**src/rtl/core/mddm_pkg.sv**
```systemverilog
package mddm_pkg;

    // Command codes
    localparam logic [2:0] FUNC_FORWARD  = 3'd0;
    localparam logic [2:0] FUNC_BACKWARD = 3'd1;
    localparam logic [2:0] FUNC_LEFT     = 3'd2;
    localparam logic [2:0] FUNC_RIGHT    = 3'd3;
    localparam logic [2:0] FUNC_SPIN     = 3'd4;
    localparam logic [2:0] FUNC_MOVE     = 3'd5;
    localparam logic [2:0] FUNC_STOP     = 3'd6;

    // Direction codes (two-bit signed)
    localparam logic [1:0] DIR_POS  = 2'b01;
    localparam logic [1:0] DIR_ZERO = 2'b00;
    localparam logic [1:0] DIR_NEG  = 2'b11;

    // Register indexes, taken from paddr[2]
    localparam logic REG_PERIOD = 1'b0;
    localparam logic REG_RATIO  = 1'b1;

    localparam int          ADDR_W       = 3;
    localparam logic [15:0] PERIOD_RESET = 16'd24000;
    localparam logic [8:0]  RATIO_RESET  = 9'd154;
    localparam logic [8:0]  RATIO_MAX    = 9'd256;

    // Full scale speed in Q8 (100 steps * 256)
    localparam logic [15:0] FULL_Q8 = 16'd25600;

    // duty = period * off / 51200 = ((period * off) >> 11) / 25
    // The divide by 25 is a multiply by ceil(2^26 / 25) and a shift by 26,
    // exact for quotients below 2^21.
    localparam int          PRE_SHIFT   = 11;
    localparam int          RECIP_SHIFT = 26;
    localparam int          RECIP_W     = 22;
    localparam logic [21:0] RECIP_MUL   = 22'd2684355;

    localparam int NUM_WHEELS = 4;

    typedef logic signed [15:0] wheel_q8_t;
    typedef logic [31:0]        wheel_prod_t;
    typedef logic [15:0]        wheel_duty_t;

    // Clip a nine-bit signed value to +-100
    function automatic logic signed [7:0] sat100(input logic signed [8:0] v);
        logic signed [7:0] r;
        if (v > 9'sd100)
            r = 8'sd100;
        else if (v < -9'sd100)
            r = -8'sd100;
        else
            r = v[7:0];
        return r;
    endfunction

endpackage

```
**src/rtl/core/mddm_if.sv**
```systemverilog
interface mddm_cmd_if;
    logic              valid;
    logic              ready;
    logic [2:0]        func;
    logic signed [7:0] speed;
    logic signed [1:0] dir;
    logic signed [7:0] stick_x;
    logic signed [7:0] stick_y;

    modport source (output valid, func, speed, dir, stick_x, stick_y, input ready);
    modport sink   (input valid, func, speed, dir, stick_x, stick_y, output ready);
endinterface

interface mddm_duty_if;
    logic        valid;
    logic        ready;
    logic [15:0] duty_front_left;
    logic [15:0] duty_front_right;
    logic [15:0] duty_rear_left;
    logic [15:0] duty_rear_right;
    logic [3:0]  wheel_enables;

    modport source (output valid, duty_front_left, duty_front_right, duty_rear_left,
                    duty_rear_right, wheel_enables, input ready);
    modport sink   (input valid, duty_front_left, duty_front_right, duty_rear_left,
                    duty_rear_right, wheel_enables, output ready);
endinterface

```
**src/rtl/core/mecanum_drive_duty_mixer.sv**
```systemverilog
// Channel  | Dir | Words                                   | Handshake
// cmd      | in  | func, speed, dir, stick_x, stick_y      | valid/ready
// duty     | out | four wheel compare values, wheel_enables | valid/ready
// apb      | in  | period at 0x0, move_ratio at 0x4        | psel/penable, pready=1
//
// Three register stages: command decode and ratio multiply, period multiply,
// divide by 51200 as a reciprocal multiply. One word is
// taken every cycle while the output side keeps up.
// rst_n clears the valid bits and loads the register reset values.
// A stall holds the output word; each stage keeps taking words while it or
// the stage after it is free, so bubbles close up and nothing is dropped.
module mecanum_drive_duty_mixer (
    input  logic                          clk,
    input  logic                          rst_n,
    mddm_cmd_if.sink                      cmd,
    mddm_duty_if.source                   duty,
    input  logic                          psel,
    input  logic                          penable,
    input  logic                          pwrite,
    input  logic [mddm_pkg::ADDR_W-1:0]   paddr,
    input  logic [31:0]                   pwdata,
    output logic [31:0]                   prdata,
    output logic                          pready
);

    localparam int NW = mddm_pkg::NUM_WHEELS;

    logic [15:0] period_reg;
    logic [8:0]  move_ratio_reg;

    logic        v1_reg, v2_reg, v3_reg;
    logic        ready1, ready2, ready3;

    mddm_pkg::wheel_q8_t   [NW-1:0] spd_next, spd_reg;
    mddm_pkg::wheel_prod_t [NW-1:0] prod_next, prod_reg;
    mddm_pkg::wheel_duty_t [NW-1:0] duty_next, duty_reg;
    logic [NW-1:0] en1_next, en1_reg, en2_reg, en3_reg;

    logic signed [7:0]  speed_sat;
    logic signed [15:0] v_pos, v_neg;
    logic signed [7:0]  move_a, move_b;
    logic [8:0]         ratio_sat;
    logic signed [17:0] prod_a, prod_b;

    // Configuration port
    assign pready = 1'b1;

    always_ff @(posedge clk or negedge rst_n)
    begin
        if (!rst_n)
        begin
            period_reg     <= mddm_pkg::PERIOD_RESET;
            move_ratio_reg <= mddm_pkg::RATIO_RESET;
        end
        else if (psel && penable && pwrite)
        begin
            if (paddr[2] == mddm_pkg::REG_PERIOD)
                period_reg <= pwdata[15:0];
            else
                move_ratio_reg <= pwdata[8:0];
        end
    end

    always_comb
    begin
        if (paddr[2] == mddm_pkg::REG_PERIOD)
            prdata = {16'd0, period_reg};
        else
            prdata = {23'd0, move_ratio_reg};
    end

    // Stage advance: a stage takes a word when it is empty or is emptying
    assign ready3    = !v3_reg || duty.ready;
    assign ready2    = !v2_reg || ready3;
    assign ready1    = !v1_reg || ready2;
    assign cmd.ready = ready1;

    always_ff @(posedge clk or negedge rst_n)
    begin
        if (!rst_n)
        begin
            v1_reg <= 1'b0;
            v2_reg <= 1'b0;
            v3_reg <= 1'b0;
        end
        else
        begin
            if (ready1)
                v1_reg <= cmd.valid;
            if (ready2)
                v2_reg <= v1_reg;
            if (ready3)
                v3_reg <= v2_reg;
        end
    end

    // Stage 1: decode the command into four Q8 wheel speeds
    assign speed_sat = mddm_pkg::sat100({cmd.speed[7], cmd.speed});
    assign v_pos     = {speed_sat, 8'h00};
    assign v_neg     = -v_pos;
    assign move_a    = mddm_pkg::sat100({cmd.stick_y[7], cmd.stick_y}
                                        + {cmd.stick_x[7], cmd.stick_x});
    assign move_b    = mddm_pkg::sat100({cmd.stick_y[7], cmd.stick_y}
                                        - {cmd.stick_x[7], cmd.stick_x});
    assign ratio_sat = (move_ratio_reg > mddm_pkg::RATIO_MAX) ? mddm_pkg::RATIO_MAX
                                                               : move_ratio_reg;
    assign prod_a    = move_a * $signed({1'b0, ratio_sat});
    assign prod_b    = move_b * $signed({1'b0, ratio_sat});

    always_comb
    begin
        spd_next = '0;
        case (cmd.func)
            mddm_pkg::FUNC_FORWARD:
            begin
                spd_next = {NW{v_pos}};
            end
            mddm_pkg::FUNC_BACKWARD:
            begin
                spd_next = {NW{v_neg}};
            end
            mddm_pkg::FUNC_LEFT:
            begin
                if (cmd.dir inside {mddm_pkg::DIR_POS, mddm_pkg::DIR_ZERO})
                begin
                    spd_next[1] = v_pos;
                    spd_next[2] = v_pos;
                end
                if (cmd.dir inside {mddm_pkg::DIR_NEG, mddm_pkg::DIR_ZERO})
                begin
                    spd_next[0] = v_neg;
                    spd_next[3] = v_neg;
                end
            end
            mddm_pkg::FUNC_RIGHT:
            begin
                if (cmd.dir inside {mddm_pkg::DIR_POS, mddm_pkg::DIR_ZERO})
                begin
                    spd_next[0] = v_pos;
                    spd_next[3] = v_pos;
                end
                if (cmd.dir inside {mddm_pkg::DIR_NEG, mddm_pkg::DIR_ZERO})
                begin
                    spd_next[1] = v_neg;
                    spd_next[2] = v_neg;
                end
            end
            mddm_pkg::FUNC_SPIN:
            begin
                if (cmd.dir == mddm_pkg::DIR_POS)
                begin
                    spd_next[0] = v_pos;
                    spd_next[2] = v_pos;
                    spd_next[1] = v_neg;
                    spd_next[3] = v_neg;
                end
                else
                begin
                    spd_next[0] = v_neg;
                    spd_next[2] = v_neg;
                    spd_next[1] = v_pos;
                    spd_next[3] = v_pos;
                end
            end
            mddm_pkg::FUNC_MOVE:
            begin
                spd_next[0] = prod_a[15:0];
                spd_next[3] = prod_a[15:0];
                spd_next[1] = prod_b[15:0];
                spd_next[2] = prod_b[15:0];
            end
            default:
            begin
                spd_next = '0;
            end
        endcase
    end

    always_comb
    begin
        for (int i = 0; i < NW; i++)
            en1_next[i] = (spd_next[i] != '0);
    end

    // Stage 2: offset the speed to 0..51200 and scale by the period
    always_comb
    begin
        logic [15:0] offset;
        for (int i = 0; i < NW; i++)
        begin
            offset       = 16'(spd_reg[i] + mddm_pkg::FULL_Q8);
            prod_next[i] = period_reg * offset;
        end
    end

    // Stage 3: divide by 51200 through the reciprocal multiply
    always_comb
    begin
        logic [31-mddm_pkg::PRE_SHIFT:0]                    quot;
        logic [31-mddm_pkg::PRE_SHIFT+mddm_pkg::RECIP_W:0]  scaled;
        for (int i = 0; i < NW; i++)
        begin
            quot         = prod_reg[i][31:mddm_pkg::PRE_SHIFT];
            scaled       = quot * mddm_pkg::RECIP_MUL;
            duty_next[i] = scaled[mddm_pkg::RECIP_SHIFT +: 16];
        end
    end

    // Payload registers: load on advance, hold on stall
    always_ff @(posedge clk)
    begin
        if (ready1 && cmd.valid)
        begin
            spd_reg <= spd_next;
            en1_reg <= en1_next;
        end
        if (ready2 && v1_reg)
        begin
            prod_reg <= prod_next;
            en2_reg  <= en1_reg;
        end
        if (ready3 && v2_reg)
        begin
            duty_reg <= duty_next;
            en3_reg  <= en2_reg;
        end
    end

    assign duty.valid            = v3_reg;
    assign duty.duty_front_left  = duty_reg[0];
    assign duty.duty_front_right = duty_reg[1];
    assign duty.duty_rear_left   = duty_reg[2];
    assign duty.duty_rear_right  = duty_reg[3];
    assign duty.wheel_enables    = en3_reg;

endmodule

```
**src/flat_wrapper.sv**
```systemverilog
// flat-port wrapper written by rule: the top's interface ports become plain ports
module mecanum_drive_duty_mixer_flat 
  (clk, rst_n, psel, penable, pwrite, paddr, pwdata, prdata, pready, cmd_valid, cmd_func, cmd_speed, cmd_dir, cmd_stick_x, cmd_stick_y, cmd_ready, duty_valid, duty_duty_front_left, duty_duty_front_right, duty_duty_rear_left, duty_duty_rear_right, duty_wheel_enables, duty_ready);
  mddm_cmd_if cmd_i ();
  mddm_duty_if duty_i ();
  input  logic clk;
  input  logic rst_n;
  input  logic psel;
  input  logic penable;
  input  logic pwrite;
  input  logic [mddm_pkg::ADDR_W-1:0] paddr;
  input  logic [31:0] pwdata;
  output logic [31:0] prdata;
  output logic pready;
  input wire logic [$bits(cmd_i.valid)-1:0] cmd_valid;
  input wire logic [$bits(cmd_i.func)-1:0] cmd_func;
  input wire logic [$bits(cmd_i.speed)-1:0] cmd_speed;
  input wire logic [$bits(cmd_i.dir)-1:0] cmd_dir;
  input wire logic [$bits(cmd_i.stick_x)-1:0] cmd_stick_x;
  input wire logic [$bits(cmd_i.stick_y)-1:0] cmd_stick_y;
  output wire logic [$bits(cmd_i.ready)-1:0] cmd_ready;
  output wire logic [$bits(duty_i.valid)-1:0] duty_valid;
  output wire logic [$bits(duty_i.duty_front_left)-1:0] duty_duty_front_left;
  output wire logic [$bits(duty_i.duty_front_right)-1:0] duty_duty_front_right;
  output wire logic [$bits(duty_i.duty_rear_left)-1:0] duty_duty_rear_left;
  output wire logic [$bits(duty_i.duty_rear_right)-1:0] duty_duty_rear_right;
  output wire logic [$bits(duty_i.wheel_enables)-1:0] duty_wheel_enables;
  input wire logic [$bits(duty_i.ready)-1:0] duty_ready;
  assign cmd_i.valid = cmd_valid;
  assign cmd_i.func = cmd_func;
  assign cmd_i.speed = cmd_speed;
  assign cmd_i.dir = cmd_dir;
  assign cmd_i.stick_x = cmd_stick_x;
  assign cmd_i.stick_y = cmd_stick_y;
  assign cmd_ready = cmd_i.ready;
  assign duty_valid = duty_i.valid;
  assign duty_duty_front_left = duty_i.duty_front_left;
  assign duty_duty_front_right = duty_i.duty_front_right;
  assign duty_duty_rear_left = duty_i.duty_rear_left;
  assign duty_duty_rear_right = duty_i.duty_rear_right;
  assign duty_wheel_enables = duty_i.wheel_enables;
  assign duty_i.ready = duty_ready;
  mecanum_drive_duty_mixer u_core (.clk(clk), .rst_n(rst_n), .cmd(cmd_i), .duty(duty_i), .psel(psel), .penable(penable), .pwrite(pwrite), .paddr(paddr), .pwdata(pwdata), .prdata(prdata), .pready(pready));
endmodule
```
**config.mk**
```make
export PLATFORM = sky130hd
export DESIGN_NAME = mecanum_drive_duty_mixer_flat
export DESIGN_NICKNAME = d
export VERILOG_FILES = /design/src/rtl/core/mddm_pkg.sv /design/src/rtl/core/mddm_if.sv /design/src/rtl/core/mecanum_drive_duty_mixer.sv /design/src/flat_wrapper.sv
export SDC_FILE = /design/constraint.sdc
export NUM_CORES = 2
export LEC_CHECK = 0
export ABC_AREA = 1
export BUFFER_PORTS_ARGS = -buffer_cell sky130_fd_sc_hd__buf_4
export CELL_PAD_IN_SITES_DETAIL_PLACEMENT = 0
export CELL_PAD_IN_SITES_GLOBAL_PLACEMENT = 1
export CORE_ASPECT_RATIO = 0.9
export CORE_MARGIN = 4
export CORE_UTILIZATION = 42
export CTS_CLUSTER_SIZE = 30
export DETAILED_ROUTE_END_ITERATION = 7
export PLACE_DENSITY_LB_ADDON = 0.1
export SLEW_MARGIN = 20
export SYNTH_ARGS = -nofsm -noshare
export SYNTH_HDL_FRONTEND = slang
export SYNTH_SLANG_ARGS = --single-unit
```
**constraint.sdc**
```tcl
create_clock -name clk -period 8.7 [get_ports clk]
set_input_delay 1.74 -clock clk [delete_from_list [all_inputs] [get_ports clk]]
set_output_delay 1.74 -clock clk [all_outputs]
set_load 0.05 [all_outputs]
```
==> metrics.cfg <==
[clock_tree]
cts_hold_buffers = 0
clock_latency_ns = 0.64
cts_setup_buffers = 0
cts_resized = 0
cts_max_level = 2
cts_root_buf = clkbuf_16
cts.sinks = 234
cts_buffer_depth = 3
cts_tree = built
cts_buffers = 34
clk_pin_slew_ns = 0.06

[place]
dp_hpwl_um = 197400
place_congestion = 0.8968
port_buffers = 138

[worst_hold_path]
hold_class = flop to flop
min_from = u_core.en2_reg[3]
whs_endpoint = u_core.duty.wheel_enables[3]
hold_depth = 0

[critical_path]
setup.worst_path.end_class = flop
reg2reg_to = u_core.prod_reg[26]
critPathKind = input pin to flop
slowest_stage = fa_1
slowest_delay_ns = 0.53
startpoint_type = input pin
timing.rr.start = u_core.spd_reg[10]
rr_worst_depth = 21
cp_common_cell = inv_1
path_max_fanout = 8
r2r_setup_slack_ns = 1.34
cp-startpoint = cmd_stick_y[0]
arrival_ns = 8.15
required_ns = 9.04

[drt]
ant_nets = 0
drt_iter0_drc = 3389
post_drt_wl_per_cell_um = 19.89
num_vias = 57574
drc = 0
drt_wl_total_um = 228500
viasPerCell = 5.011
first_pass_iters = 5

[synth]
ys_warn_count = 0
synthCells = 8995
seq_area_frac_synth = 0.09047
netlist_area_um2 = 76270
ys_types = 59
synth.ff_latch_count = 234
avgSynthCellArea_um2 = 8.480

[floorplan]
die_area_um2 = 188500
core.rowCount = 148
coreArea_um2 = 180700
die_h_um = 412.3
fp.dieW_um = 457.2
io_pins = 174
start_util = 0.4220

[finish]
largest_reg_flops = 84
mostFrequentLayoutCells = inv_1 (2541), nand2_1 (1385), fa_1 (1372), ha_1 (1256), nor2_1 (637)
areaGrowthSynthToFinish_pct = 6.439
layout.nets = 11763
final_util = 0.4492
final_common_cell = inv_1
fillerInstances = 18459
drive_above_1_share = 0.03697

[sta]
fin_tns_setup_ns = 0
fin_crit_sh = 0.8979
period_minus_slack_ns = 7.812
slew_headroom = 0.1946
setup_violations = 0
rsz0062_at_grt = false
finalMaxSlewViolations = 0
fmax_ghz = 0.1280
clock_skew_ns = 0.03636
worst_pin_slew_ns = 1.197
final_hold_viol_count = 0

[flow_run]
maxCapViolCount = 0

[grt]
antenna_found_initial = 1
grt_max_degree = 64
track_usage = 0.2504
grt_first_pass_wirelength_um = 363900
grt-ovfl-total = 0
first_global_vias = 61639

[run_status]
status = completed

==> cell usage after synthesis (all sizes together) <==
library cell	number	area (um^2)
nand4	67	419.2
and2	4	25.03
and3	2	12.51
or2	26	162.7
a221o	1	10.01
o221ai	11	96.34
inv	2551	9578
o21a	20	150.1
buf	43	257.8
clkbuf	145	548.0
o22ai	2	12.51
xnor2	48	420.4
nand3b	3	22.52
a2111oi	1	8.760
dfrtp	17	425.4
a21boi	2	15.02
a31o	2	17.52
o2111ai	9	78.83
nor4	24	150.1
clkinv	10	37.54
o31ai	14	105.1
nor3b	2	15.01
nand3	217	1096
a211oi	7	52.55
fa	1372	27470
o21bai	23	176.4
ha	1256	15720
nor3	60	330.3
a31oi	27	168.9
a21o	23	172.7
o21ai	230	1166
o211ai	11	82.58
a221oi	6	52.55
xor2	131	1147
nor2	637	2391
edfxtp	206	6186
conb	2	7.510
nand2	1391	5256
a21oi	379	1931
dfstp	11	289.0
o311ai	2	17.52
==> metal layers <==
layer  part of all wire  track usage
met1               0.49       0.3727
met2               0.44       0.3920
met3              0.056      0.03514
met4              0.017      0.04426
met5            0.00011            0
==> worst max-delay path: cells and delay by family <==
family / cells / cell delay, ns
and+or+nand+nor: 12 / 1.66
xor gates and xnor gates: 2 / 0.70
adders and majority gates: 7 / 2.90
AOI/OAI and AO/OA: 3 / 0.52
buffers and inverters: 8 / 0.61
==> final cells by class <==
| type | count | area (um^2) | area share |
|---|---|---|---|
| multi-input combinational | 6027 | 59020 | 0.7270 |
| inverter | 2561 | 9619 | 0.1185 |
| sequential | 234 | 6905 | 0.08506 |
| tap | 2400 | 3003 | 0.03699 |
| timing repair buffer | 206 | 1559 | 0.01920 |
| clock buffer | 36 | 858.3 | 0.01057 |
| clock inverter | 25 | 217.7 | 0.002682 |
| antenna | 1 | 2.502 | 0.00003082 |
==> kinds of logic (layout without fill, tap and decap cells) <==
group / count (synthesis) / after routing / synth area share
other: 2 / 18 / 0.00009846
buffers and inverters: 2749 / 2828 / 0.1366
AOI/OAI and AO/OA: 770 / 770 / 0.05656
and+or+nand+nor: 2433 / 2433 / 0.1295
xor gates and xnor gates: 179 / 179 / 0.02055
DFF: 234 / 234 / 0.09047
adders and majority gates: 2628 / 2628 / 0.5661
==> through the flow <==
stage	instances	instance area [um^2]	setup WS, ns	hold WS [ns]
4_1_cts	11489	81180	1.024	0.4270
3_5_place_dp	11428	80100	0.3760	0.4158
2_1_floorplan	9010	76330	1.487	0.4003
6_report	11490	81180	0.8879	0.4244
3_3_place_gp	11428	80100	0.3087	0.4102
5_1_grt	11489	81180	0.4878	0.4326
==> worst max path at each step <==
stage | to | slack (ns) | cells past startpoint
floorplan | u_core.en1_reg[1] | 1.49 | 34
global placement | u_core.en1_reg[1] | 0.31 | 35
detailed placement | u_core.en1_reg[2] | 0.38 | 32
CTS | u_core.en1_reg[2] | 1.02 | 32
global route | u_core.en1_reg[2] | 0.49 | 32
finish | u_core.en1_reg[2] | 0.89 | 32
Power is not shown: default switching activity piles up to over one toggle a cycle in this logic, so the estimate is an artifact.
